==> config.mk <==
export PLATFORM = sky130hd
export DESIGN_NAME = fastcgi_record_deframer_top
export DESIGN_NICKNAME = d
export VERILOG_FILES = /design/src/design/fcgi_pkg.sv /design/src/design/fcgi_parser.sv /design/src/design/fastcgi_record_deframer_top.sv
export SDC_FILE = /design/constraint.sdc
export NUM_CORES = 1
export LEC_CHECK = 0
export BUFFER_PORTS_ARGS = -buffer_cell sky130_fd_sc_hd__buf_2
export CAP_MARGIN = 25
export CORE_ASPECT_RATIO = 1.1
export CORE_UTILIZATION = 55
export DETAILED_ROUTE_END_ITERATION = 6
export GPL_TIMING_DRIVEN = 1
export PLACE_DENSITY = 0.72
export SLEW_MARGIN = 40
export SYNTH_ARGS = -nofsm -noshare
export SYNTH_HDL_FRONTEND = slang
export SYNTH_SLANG_ARGS = --single-unit
==> constraint.sdc <==
create_clock -name clk_i -period 4.9 [get_ports clk_i]
set_input_delay 1.47 -clock clk_i [delete_from_list [all_inputs] [get_ports clk_i]]
set_output_delay 1.47 -clock clk_i [all_outputs]
set_load 0.05 [all_outputs]
==> src/design/fcgi_pkg.sv <==
`timescale 1ns / 1ps

package fcgi_pkg;

  localparam int unsigned CfgIdxW = 8;

  // configuration register indexes
  localparam logic [CfgIdxW-1:0] CfgExpectedVersion = 8'd0;
  localparam logic [CfgIdxW-1:0] CfgMaxRecordType   = 8'd1;

  localparam logic [7:0] CfgVersionReset = 8'd1;
  localparam logic [7:0] CfgMaxTypeReset = 8'd11;

  // record types of interest
  localparam logic [7:0] TypeEndRequest = 8'd3;
  localparam logic [7:0] TypeStdout     = 8'd6;
  localparam logic [7:0] TypeStderr     = 8'd7;

  localparam logic [15:0] EndBodyLen = 16'd8;

  // sticky error codes
  localparam logic [2:0] ErrNone      = 3'd0;
  localparam logic [2:0] ErrVersion   = 3'd1;
  localparam logic [2:0] ErrType      = 3'd2;
  localparam logic [2:0] ErrEndLength = 3'd3;
  localparam logic [2:0] ErrEndStatus = 3'd4;

  typedef struct packed {
    logic        out_valid;
    logic [7:0]  out_byte;
    logic        stream_kind;
    logic [7:0]  record_type;
    logic        record_done;
    logic [2:0]  error_code;
    logic        exit_valid;
    logic [31:0] exit_status;
  } res_t;

endpackage

==> src/design/fcgi_parser.sv <==
`timescale 1ns / 1ps

module fcgi_parser (
  input  logic               clk_i,
  input  logic               rst_ni,
  input  logic               step_i,
  input  logic [7:0]         byte_i,
  input  logic [7:0]         exp_version_i,
  input  logic [7:0]         max_type_i,
  output fcgi_pkg::res_t     res_o
);
  import fcgi_pkg::*;

  localparam logic [1:0] PhHeader  = 2'd0;
  localparam logic [1:0] PhContent = 2'd1;
  localparam logic [1:0] PhPadding = 2'd2;

  logic [1:0]  phase_q, phase_d;
  logic [2:0]  hdr_idx_q, hdr_idx_d;
  logic [7:0]  cur_type_q, cur_type_d;
  logic [7:0]  len_hi_q, len_hi_d;
  logic [15:0] content_left_q, content_left_d;
  logic [7:0]  pad_left_q, pad_left_d;
  logic [31:0] app_acc_q, app_acc_d;
  logic [7:0]  proto_q, proto_d;
  logic [2:0]  err_q, err_d;
  logic [15:0] pos;
  logic        ov, sk, done, ev;
  logic [7:0]  ob;
  logic [31:0] es;

  always_comb begin
    phase_d        = phase_q;
    hdr_idx_d      = hdr_idx_q;
    cur_type_d     = cur_type_q;
    len_hi_d       = len_hi_q;
    content_left_d = content_left_q;
    pad_left_d     = pad_left_q;
    app_acc_d      = app_acc_q;
    proto_d        = proto_q;
    err_d          = err_q;
    pos            = EndBodyLen - content_left_q;
    ov             = 1'b0;
    ob             = 8'd0;
    sk             = 1'b0;
    done           = 1'b0;
    ev             = 1'b0;
    es             = 32'd0;

    if (err_q == ErrNone) begin
      if (phase_q == PhContent) begin
        content_left_d = content_left_q - 16'd1;
        if (cur_type_q == TypeStdout || cur_type_q == TypeStderr) begin
          ov = 1'b1;
          ob = byte_i;
          sk = (cur_type_q == TypeStderr);
        end else if (cur_type_q == TypeEndRequest) begin
          if (pos < 16'd4) begin
            app_acc_d = {app_acc_q[23:0], byte_i};
          end else if (pos == 16'd4) begin
            proto_d = byte_i;
          end
          if (content_left_d == 16'd0) begin
            if (proto_d != 8'd0) begin
              err_d = ErrEndStatus;
            end else begin
              ev = 1'b1;
              es = app_acc_d;
            end
          end
        end
        if (err_d == ErrNone && content_left_d == 16'd0) begin
          if (pad_left_q != 8'd0) begin
            phase_d = PhPadding;
          end else begin
            phase_d = PhHeader;
            done    = 1'b1;
          end
        end
      end else if (phase_q == PhPadding) begin
        pad_left_d = pad_left_q - 8'd1;
        if (pad_left_d == 8'd0) begin
          phase_d = PhHeader;
          done    = 1'b1;
        end
      end else begin
        // header phase (the unused phase code behaves the same)
        case (hdr_idx_q)
          3'd0: begin
            cur_type_d = 8'd0;
            if (byte_i != exp_version_i) err_d = ErrVersion;
          end
          3'd1: begin
            cur_type_d = byte_i;
            if (byte_i > max_type_i) err_d = ErrType;
          end
          3'd4: len_hi_d = byte_i;
          3'd5: content_left_d = {len_hi_q, byte_i};
          3'd6: pad_left_d = byte_i;
          3'd7: begin
            app_acc_d = 32'd0;
            proto_d   = 8'd0;
            if (cur_type_q == TypeEndRequest && content_left_q != EndBodyLen) begin
              err_d = ErrEndLength;
            end else if (content_left_q != 16'd0) begin
              phase_d = PhContent;
            end else if (pad_left_q != 8'd0) begin
              phase_d = PhPadding;
            end else begin
              phase_d = PhHeader;
              done    = 1'b1;
            end
          end
          default: ;
        endcase
        hdr_idx_d = hdr_idx_q + 3'd1;
        if (err_d != ErrNone) done = 1'b0;
      end
    end

    res_o.out_valid   = ov;
    res_o.out_byte    = ob;
    res_o.stream_kind = sk;
    res_o.record_type = cur_type_d;
    res_o.record_done = done;
    res_o.error_code  = err_d;
    res_o.exit_valid  = ev;
    res_o.exit_status = es;
  end

  always_ff @(posedge clk_i or negedge rst_ni) begin
    if (!rst_ni) begin
      phase_q        <= PhHeader;
      hdr_idx_q      <= 3'd0;
      cur_type_q     <= 8'd0;
      len_hi_q       <= 8'd0;
      content_left_q <= 16'd0;
      pad_left_q     <= 8'd0;
      app_acc_q      <= 32'd0;
      proto_q        <= 8'd0;
      err_q          <= ErrNone;
    end else if (step_i) begin
      phase_q        <= phase_d;
      hdr_idx_q      <= hdr_idx_d;
      cur_type_q     <= cur_type_d;
      len_hi_q       <= len_hi_d;
      content_left_q <= content_left_d;
      pad_left_q     <= pad_left_d;
      app_acc_q      <= app_acc_d;
      proto_q        <= proto_d;
      err_q          <= err_d;
    end
  end

endmodule

==> src/design/fastcgi_record_deframer_top.sv <==
// FastCGI record deframer.
// Input channel: one raw stream byte per transfer on in_valid_i/in_ready_o.
// Result channel: exactly one result per input byte on res_valid_o/res_ready_i,
// carrying the forwarded content byte (out_valid_o qualifies it), the record
// type, end-of-record and end-request exit status flags and the sticky error.
// Configuration: cfg_we_i writes cfg_wdata_i into register cfg_idx_i
// (0 expected version, 1 max record type); other indexes are ignored.
// Write only while the block is idle.
// Path: the byte sits in the input register after its transfer; the parser
// step then runs it into the result register and raises res_valid_o, once
// the result register is empty or its result is being taken.
// Throughput: one byte per cycle while the receiver keeps taking results;
// the parser state is a handful of counters updated on each byte, so bytes
// may follow back to back.
// Reset clears the parser to the header phase with no error, empties both
// registers and restores the configuration defaults (version 1, max type 11).
// When the receiver stalls, the result register holds and the input register
// takes one more byte; after that in_ready_o drops until the result moves.
`timescale 1ns / 1ps

module fastcgi_record_deframer_top (
  input  logic                        clk_i,
  input  logic                        rst_ni,
  input  logic                        in_valid_i,
  output logic                        in_ready_o,
  input  logic [7:0]                  in_byte_i,
  output logic                        res_valid_o,
  input  logic                        res_ready_i,
  output logic                        out_valid_o,
  output logic [7:0]                  out_byte_o,
  output logic                        stream_kind_o,
  output logic [7:0]                  record_type_o,
  output logic                        record_done_o,
  output logic [2:0]                  error_code_o,
  output logic                        exit_valid_o,
  output logic [31:0]                 exit_status_o,
  input  logic                        cfg_we_i,
  input  logic [fcgi_pkg::CfgIdxW-1:0] cfg_idx_i,
  input  logic [7:0]                  cfg_wdata_i
);
  import fcgi_pkg::*;

  logic       in_full_q;
  logic [7:0] in_byte_q;
  logic       res_vld_q;
  res_t       res_q;
  res_t       res_d;
  logic       adv;
  logic [7:0] exp_version_q;
  logic [7:0] max_type_q;

  assign adv        = in_full_q && (!res_vld_q || res_ready_i);
  assign in_ready_o = !in_full_q || adv;

  always_ff @(posedge clk_i or negedge rst_ni) begin
    if (!rst_ni) begin
      exp_version_q <= CfgVersionReset;
      max_type_q    <= CfgMaxTypeReset;
    end else if (cfg_we_i) begin
      unique case (cfg_idx_i)
        CfgExpectedVersion: exp_version_q <= cfg_wdata_i;
        CfgMaxRecordType:   max_type_q    <= cfg_wdata_i;
        default: ;
      endcase
    end
  end

  always_ff @(posedge clk_i or negedge rst_ni) begin
    if (!rst_ni) begin
      in_full_q <= 1'b0;
    end else if (in_ready_o) begin
      in_full_q <= in_valid_i;
    end
  end

  always_ff @(posedge clk_i) begin
    if (in_valid_i && in_ready_o) in_byte_q <= in_byte_i;
  end

  fcgi_parser u_parser (
    .clk_i         (clk_i),
    .rst_ni        (rst_ni),
    .step_i        (adv),
    .byte_i        (in_byte_q),
    .exp_version_i (exp_version_q),
    .max_type_i    (max_type_q),
    .res_o         (res_d)
  );

  always_ff @(posedge clk_i or negedge rst_ni) begin
    if (!rst_ni) begin
      res_vld_q <= 1'b0;
    end else if (adv) begin
      res_vld_q <= 1'b1;
    end else if (res_ready_i) begin
      res_vld_q <= 1'b0;
    end
  end

  always_ff @(posedge clk_i) begin
    if (adv) res_q <= res_d;
  end

  assign res_valid_o   = res_vld_q;
  assign out_valid_o   = res_q.out_valid;
  assign out_byte_o    = res_q.out_byte;
  assign stream_kind_o = res_q.stream_kind;
  assign record_type_o = res_q.record_type;
  assign record_done_o = res_q.record_done;
  assign error_code_o  = res_q.error_code;
  assign exit_valid_o  = res_q.exit_valid;
  assign exit_status_o = res_q.exit_status;

  // an error, once reported, stays in every later result
  assert property (@(posedge clk_i) disable iff (!rst_ni)
    (adv && res_vld_q && res_q.error_code != ErrNone)
      |=> (res_q.error_code == $past(res_q.error_code)))
    else $error("sticky error code changed");

  // forwarded content never comes with an error or an exit report
  assert property (@(posedge clk_i) disable iff (!rst_ni)
    (res_vld_q && out_valid_o) |-> (error_code_o == ErrNone && !exit_valid_o))
    else $error("forwarded byte with error or exit");

  // exit status only comes from an end-request record
  assert property (@(posedge clk_i) disable iff (!rst_ni)
    (res_vld_q && exit_valid_o) |-> (record_type_o == TypeEndRequest))
    else $error("exit report outside end-request record");

  // input stalls only when both registers are held by a stalled receiver
  assert property (@(posedge clk_i) disable iff (!rst_ni)
    !in_ready_o |-> (in_full_q && res_vld_q && !res_ready_i))
    else $error("input stalled without output backpressure");

endmodule
; Word-level counts from Yosys, hierarchy flattened
; Index checks and enable logic that the tools add are counted.
[word_totals]
reg_bits = 169
input_bits = 29
out_inout_bits = 57
wordCells = 152
[op_classes]
add_sub_neg = 4
order_cmp = 2
eq_ne = 20
n_mux = 63
bitwise = 5
reduce_logical = 36
[op_table]
columns = operator, n
row1 = two-way mux 32 bit, 6
row2 = two-way mux 8 bit, 16
row3 = two-way mux 16 bit, 3
row4 = two-way mux 3 bit, 15
row5 = "equality test 16 x 3 -> 1 bit, second input constant", 1
row6 = "equality test 8 x 3 -> 1 bit, second input constant", 2
row7 = logical NOT 16 bit, 1
row8 = logical NOT 8 bit, 2
row9 = "< comparator 16 x 3 -> 1 bit, second input constant", 1
row10 = two-way mux 2 bit, 8
row11 = "inequality test 16 x 4 -> 1 bit, second input constant", 1
row12 = one-hot mux 8 bit (2 select lines), 1
row13 = nonzero test 16 bit, 1
row14 = nonzero test 8 bit, 2
row15 = "subtractor 16 x 1 -> 16 bit, second input constant", 1
row16 = "subtractor 4 x 16 -> 16 bit, first input constant", 1
row17 = two-way mux 1 bit, 13
row18 = "equality test 3 bit, second input constant", 4
row19 = AND reduction 4 bit, 3
row20 = AND reduction 6 bit, 2
row21 = logical NOT 3 bit, 3
row22 = one-hot mux 3 bit (3 select lines), 1
row23 = "equality test 8 x 1 -> 1 bit, second input constant", 1
row24 = "equality test 8 x 2 -> 1 bit, second input constant", 1
row25 = other kinds (22), 40

; Longest topological paths before layout
; Gate-level depths: netlist of run 1.
[logic_depth]
word_depth = 19
mapped_depth = 12
depth_no_buf = 9

; By module
; From an unflattened synthesis of run 1, not the netlist that was laid out.
[unflattened]
hier_cells = 829
hier_area_um2 = 8829.7
[modules_own_cells]
columns = module, n_inst, cells_per_inst, area_per_inst_um2, seq_area_each_um2
row1 = fcgi_parser, 1, 721, 6158.4, 2202.1
row2 = fastcgi_record_deframer_top, 1, 108, 2671.3, 2347.3

; Least setup slack after synthesis of run 1
; OpenSTA, ideal clock, no wires.
[synth_path]
kind = input port to flip-flop
startpoint = input port res_ready_i
endpoint = register res_q (netlist bit error_code_o[0]) (enable)
setup_time_ns = 0.441
arrival_time_ns = 3.419
required_time_ns = 4.459
setup_slack_ns = 1.040
cell_stages = 4
path_buffers = 1
cell_sequence = nand2b_1 nand2_1 inv_1 clkbuf_1
[synth_between]
elab_chain_cells = 2
[synth_lines]
columns = item, line_no
row1 = "start, declared", fastcgi_record_deframer_top.sv:28  ; input logic res_ready_i,
row2 = logical OR 1 bit, fastcgi_record_deframer_top.sv:52  ; assign adv = in_full_q && (!res_vld_q || res_ready_i);
row3 = logical AND 1 bit, fastcgi_record_deframer_top.sv:52
row4 = via adv, fastcgi_record_deframer_top.sv:48  ; logic adv;
row5 = "end signal, assigned", fastcgi_record_deframer_top.sv:101  ; if (adv) res_q <= res_d;
row6 = "end, declared", fastcgi_record_deframer_top.sv:46  ; res_t res_q;
; The timed path passes the listed nets, and every way through them passes these cells.
; A chain may end at the register's enable or synchronous reset.

; Worst setup path in the final report of run 1
[layout_path]
startpoint = register u_parser.content_left_q[1]
endpoint = register res_q (netlist bit exit_status_o[17]), data pin
[layout_between]
elab_chain_cells = 10
word_cells_on_any_way = 15
classes_between = add/sub (2) / order compare (1) / eq/ne (1) / mux (7) / bitwise (1) / reduce/logical (3)
[layout_lines]
columns = item, line_no
row1 = "start, declared", fcgi_parser.sv:22  ; logic [15:0] content_left_q, content_left_d;
row2 = "start signal, assigned", fcgi_parser.sv:147  ; content_left_q <= content_left_d;
row3 = "parallel branches: the longest is 10 deep, another holds subtractor 4 x 16 -> 16 bit", n/a
; Several ways; the timed one is not identified. The select of a mux whose other input is x is not followed.

==> results of run 1 <==
[routing by layer]
metal	global-route usage, %	vias up	part of all wire (%)
met5	0	-	0
li1	-	3410	-
met4	12.1	0	3.2
met1	36.9	3504	43
met2	45.6	261	48
met3	4.65	55	5.5
[worst paths after layout]
kind                                            start                     end  slack, ns  cells past startpoint
min                                         in_full_q             res_valid_o       0.48                      2
max reg2reg                u_parser.content_left_q[1]       exit_status_o[17]       1.02                     10
max                        u_parser.content_left_q[1]       exit_status_o[17]       1.02                     10
min reg2reg                                 in_full_q             res_valid_o       0.48                      2
min in group asynchronous                      rst_ni  u_parser.app_acc_q[12]       1.04                      1
max in group asynchronous                      rst_ni     u_parser.proto_q[3]       3.05                      2
[stage by stage]
step | hold WS (ns) | total power [mW] | utilization, % | setup slack, ns
CTS | 0.481 | 3.12 | 63.2 | 1.11
global route | 0.504 | 3.20 | 63.2 | 0.677
global placement | 0.464 | 1.81 | 59.5 | 1.21
finish | 0.476 | 3.10 | 63.2 | 1.02
floorplan | 0.435 | 1.72 | - | 1.04
detailed placement | 0.467 | 1.81 | 59.5 | 1.14
[power groups by stage]
stage                     clock [mW]  sequential (mW)  combinational (mW)
after detailed placement           0             1.58               0.234
final                           1.32             1.55               0.231
after global placement             0             1.58               0.230
after global routing            1.40             1.55               0.248
after floorplan                    0             1.67              0.0569
after CTS                       1.33             1.55               0.234
[cell usage after synthesis (11+ instances only)]
cell type  number  area (µm²)
a21oi_1        68         340
inv_1          26        97.6
o21ai_0        54         270
a22oi_1        11        82.6
o221ai_1       16         140
nand4_1        14        87.6
nor3_1         13        65.1
ha_1           19         238
edfxtp_1       63        1890
nor2_1         25        93.8
and2_1         12        75.1
clkbuf_1       54         203
xnor2_1        12         105
nand2_1       189         709
o22ai_1        15        93.8
nand3_1        22         110
nor4_1         15        93.8
dfrtp_1       102        2550
mux2_2         27         304
[final cells by class]
type / instances / share of cell area (%)
Sequential cell: 169 / 45.9
Multi-Input combinational cell: 643 / 39.2
Timing Repair Buffer: 100 / 5.53
Clock buffer: 21 / 4.66
Tap cell: 200 / 2.53
Clock inverter: 11 / 1.11
Inverter: 27 / 1.02
[worst max-delay path: stages (launching register included)]
cell,delay (ns)
dfrtp_1,0.45
inv_1,0.13
ha_1,0.51
nand2b_1,0.14
a21boi_0,0.37
a22oi_1,0.18
or3_1,0.49
o21ba_2,0.28
o21bai_2,0.64
buf_4,0.36
a21oi_1,0.07
[cell families after synthesis]
kind of cell,count (synthesis),synth area share (%)
flops,169,51.7
mux,30,3.80
xor+xnor,12,1.19
simple gates,347,19.0
compound gates,235,17.3
buf+inv,93,4.28
fa+ha+maj,19,2.70
==> metrics.md, run 1 <==
| Metric | Value |
|---|---|
| Vias in the first global route | `approximately 6,900` |
| Worst-Skew Late Latency | `0.43 ns` |
| Post-DP Area | `0.00933 mm²` |
| Final Hold Vio Count | `0` |
| CTS buffer count | `17` |
| Final-stage net count | `1,006` |
| Initial antenna violation count | `0` |
| Clock Skew | `0.00937 ns` |
| Sequential area share after synthesis | `51.7%` |
| Min-Delay Path Class | `flop to flop` |
| Most common cell after layout, fill and taps aside | `nand2_1` |
| Most frequent cells in the layout | `nand2_1 (189), dfrtp_1 (102), buf_2 (84), a21oi_1 (68), edfxtp_1 (63)` |
| Post-synth ARST share | `a little over three fifths` |
| Gate count of the mapped netlist | `roughly 910` |
| Clock Tree Buf Depth | `2` |
| Outcome | `finished, final reports clean` |
| Post-synthesis cell area | `between 0.008 and 0.009 mm²` |
| Multi-input logic area | `0.00389 mm²` |
| Design area | `0.00991 mm²` |
| Final Non-Filler Cells | `between 1,000 and 1,500` |
| Vias | `7,230` |
| All-Layer GR Usage | `between 20% and 30%` |
| # fillers | `around 1,300` |
| Startpoint types | `flop` |
| Slew margin rel. | `43.9%` |
| CTS resizes | `0` |
| Drt initial violations | `595` |
| Crit. End Element | `flop` |
| Routed Antenna Nets | `0` |
| Critical Path AT | `slightly above 4 ns` |
| Tmin final | `3.88 ns` |
| Num rows | `48` |
| Sequential cell fraction of total power | `50.0%` |
| Synthesized net count | `between 900 and 1,000` |
| Measured slew at the worst slew-check pin | `0.841 ns` |
| Syn-to-layout area delta | `12.6%` |
| Largest net degree at the start of global routing | `65` |
| Register Area | `about 0.0045 mm²` |
| RSZ-0062 raised after global routing | `false` |
| Crit path required time | `5.07 ns` |
| Power Density | `313 mW/mm²` |
| EDFF count, synth | `63` |
| Synth unique cells | `69` |
| Combinational share of power | `7.5%` |
| Gr ovfl total | `0` |
| Share of cells above drive strength 1 | `between 10% and 20%` |
| Yosys reg bits | `169` |
| MaxCap Viol Count | `0` |
| Post-route DRC | `0` |
| Hold Buf Count CTS | `0` |
| # diodes | `0` |
| DP HPWL | `about 14,000 µm` |
| Post-Route WL | `around 22,000 µm` |
| DIE AREA | `0.0165 mm²` |
| Sw frac | `25.6%` |
| CTS clock-pin slew for the worst setup and hold paths | `0.06 ns` |
| Num Clock Sinks | `169` |
| Depth of the CTS H-tree | `4` |
| RePlAce Congestion | `about 1` |
| First-pass GRT wire length | `roughly 35,000 µm` |
| VDD IR max | `0.000255 V` |
| Cells after DPL | `1,139` |
| CTS tree | `done` |
| Clock Root Buffer | `clkbuf_16` |
| Die width | `123 µm` |
| DRT Pass-1 Iters | `6` |
| Fmax | `roughly 0.26 GHz` |
| Setup-failing EPs final | `0` |
| Post-CTS setup buffer count | `0` |
| Yosys Warn Count | `0` |
| Leakage | `4.32 nW` |
| Port Buffers | `85` |
| Synth Area per Inst | `between 9 and 10 µm²` |
| Critical path class | `flop to flop` |
| Starting Density | `56.1%` |
| Clock Power Share | `42.5%` |
| Setup TNS | `0 ns` |
| Internal | `2.30 mW` |
| Crit-path max FO | `18` |
| Vias per Instance | `6.17` |
| Crit share post-route | `about 79%` |
| Synth Flop Type | `dfrtp_1` |
| WL/cell | `18.7 µm` |
| IO Pins | `86` |
| Chip height | `135 µm` |
| Sw power | `roughly 0.79 mW` |
| Slew Viols, Final | `0` |
| Core area | `0.0157 mm²` |
(Power assumes the default switching activity.)
==> inputs of run 2 (changes only) <==
==> constraint.sdc (replaced) <==
create_clock -name clk_i -period 3.6 [get_ports clk_i]
set_input_delay 1.08 -clock clk_i [delete_from_list [all_inputs] [get_ports clk_i]]
set_output_delay 1.08 -clock clk_i [all_outputs]
set_load 0.05 [all_outputs]
==> run 2 against run 1 <==
  * Clock-buffer cell count increased by 3
  * Via count increased by 1.1%
  * Critical path depth unchanged
  * Worst setup slack got worse by 0.74 ns
  * Global-route usage increased by 0.46 points
  * Combinational power increased by 53%
  * Non-clock buffer count increased by 23
  * Cell count increased by 2.0%
  * Die area unchanged
  * Largest cell class unchanged
  * Flip-flop and latch count unchanged
  * Register-to-register slack got worse by 0.74 ns
  * Critical path type unchanged
  * Sequential power increased by 34%
==> metrics.md, run 2 (synthesis gave the netlist of run 1 again) <==
| Metric | Value |
|---|---|
| Initial antenna violation count | `0` |
| Clock Power Share | `45.0%` |
| Post-Route WL | `22,000 µm` |
| Measured slew at the worst slew-check pin | `0.734 ns` |
| Slew margin rel. | `between 50% and 60%` |
| Most frequent cells in the layout | `nand2_1 (189), dfrtp_1 (102), buf_2 (84), a21oi_1 (68), edfxtp_1 (63)` |
| MaxCap Viol Count | `0` |
| Sequential cell fraction of total power | `47.0%` |
| Vias | `7,313` |
| Final WS setup | `0.285 ns` |
| Power Density | `435 mW/mm²` |
| RePlAce Congestion | `0.946` |
| Crit share post-route | `92.1%` |
| Clock Root Buffer | `clkbuf_16` |
| Critical Path AT | `3.69 ns` |
| Worst-Skew Late Latency | `0.44 ns` |
| Gr ovfl total | `0` |
| Routed Antenna Nets | `0` |
| Vias per Instance | `6.12` |
| DIE AREA | `0.0165 mm²` |
| Largest net degree at the start of global routing | `107` |
| Clock Tree Buf Depth | `2` |
| Depth of the CTS H-tree | `4` |
| Outcome | `finished, final reports clean` |
| Startpoint types | `flop` |
| Setup-failing EPs final | `0` |
| Leakage | `4.47 nW` |
| Worst hold slack | `~0.47 ns` |
| Num rows | `between 40 and 50` |
| Final Non-Filler Cells | `1,194` |
| Post-route DRC | `0` |
| Final-stage net count | `1,029` |
| CTS resizes | `0` |
| Final Hold Vio Count | `0` |
| Clock Skew | `0.00631 ns` |
| All-Layer GR Usage | `28.5%` |
| Internal | `3.36 mW` |
| VDD IR max | `0.000344 V` |
| Die width | `approximately 120 µm` |
| Crit path required time | `3.98 ns` |
| Crit-path max FO | `35` |
| DP HPWL | `14,200 µm` |
| First-pass GRT wire length | `around 36,000 µm` |
| Post-CTS setup buffer count | `0` |
| # fillers | `between 1,000 and 1,500` |
| Hold Buf Count CTS | `0` |
| Setup WS pre-CTS | `0.419 ns` |
| # diodes | `0` |
| IO Pins | `86` |
| Critical path class | `flop to flop` |
| Min-Delay Path Class | `flop to flop` |
| Vias in the first global route | `7,005` |
| WL/cell | `18.4 µm` |
| Syn-to-layout area delta | `15.7%` |
| Most common cell after layout, fill and taps aside | `nand2_1` |
| Register Area | `0.00455 mm²` |
| DRT Pass-1 Iters | `7` |
| Multi-input logic area | `0.00389 mm²` |
| Sw frac | `around a quarter` |
| CTS clock-pin slew for the worst setup and hold paths | `0.06 ns` |
| Fin util | `64.9%` |
| Core area | `about 0.016 mm²` |
| Num Clock Sinks | `169` |
| Tmin final | `3.31 ns` |
| CTS tree | `done` |
| Crit. End Element | `flop` |
| Starting Density | `a little under three fifths` |
| Setup TNS | `0 ns` |
| Fmax | `0.302 GHz` |
| Chip height | `135 µm` |
| Cells after DPL | `1,162` |
| CTS buffer count | `17` |
| Combinational share of power | `~8%` |
| Port Buffers | `85` |
| Sw power | `1.07 mW` |
| RSZ-0062 raised after global routing | `false` |
| Share of cells above drive strength 1 | `21.1%` |
| Slew Viols, Final | `0` |
| Drt initial violations | `804` |
-- run 2: per-stage QoR --
| stage | power, mW | cell area (µm²) |
|---|---|---|
| after floorplan | 2.35 | 8800 |
| after global routing | 4.55 | 10200 |
| final | 4.43 | 10200 |
| after global placement | 2.47 | 9530 |
| after detailed placement | 2.48 | 9530 |
| after CTS | 4.44 | 10200 |
-- run 2: critical path: stages (launching register included) --
cell	delay, ns
dfrtp_1	0.45
inv_1	0.13
ha_1	0.28
nand2b_1	0.11
a21boi_0	0.44
a22oi_1	0.22
or2_2	0.36
or4_1	0.50
buf_4	0.28
nor2_8	0.28
a31o_2	0.19
-- run 2: area by class of cell --
class	instances	share of cell area, %
repair buffers	123	7.29
inverters	27	0.996
clock inverters	8	1.29
well taps	200	2.46
clock buffers	24	5.05
multi-input cells	643	38.2
flip-flops and latches	169	44.7
-- run 2: final timing paths --
path                                       startpoint                     end  slack, ns  depth (start not counted)
min                                         in_full_q             res_valid_o       0.47                          2
min reg2reg                                 in_full_q             res_valid_o       0.47                          2
max                        u_parser.content_left_q[1]   u_parser.app_acc_q[5]       0.29                         10
min in group asynchronous                      rst_ni  u_parser.app_acc_q[26]       0.67                          2
max in group asynchronous                      rst_ni  u_parser.pad_left_q[5]       2.43                          2
max reg2reg                u_parser.content_left_q[1]   u_parser.app_acc_q[5]       0.29                         10
-- run 2: per-layer routing --
| layer | global-route usage, % | vias up | wire, µm |
|---|---|---|---|
| li1 | - | 3451 | - |
| met1 | 37.0 | 3548 | 9280 |
| met2 | 46.9 | 272 | 10900 |
| met3 | 5.41 | 42 | 1340 |
| met4 | 11.2 | 0 | 545 |
| met5 | 0 | - | 0 |
-- run 2: power groups by stage --
stage          Clock (mW)  Sequential (mW)  Combinational (mW)
6_report             1.99             2.08               0.353
2_1_floorplan           0             2.27              0.0774
3_5_place_dp            0             2.12               0.355
5_1_grt              2.08             2.09               0.378
3_3_place_gp            0             2.12               0.351
4_1_cts              2.00             2.08               0.356
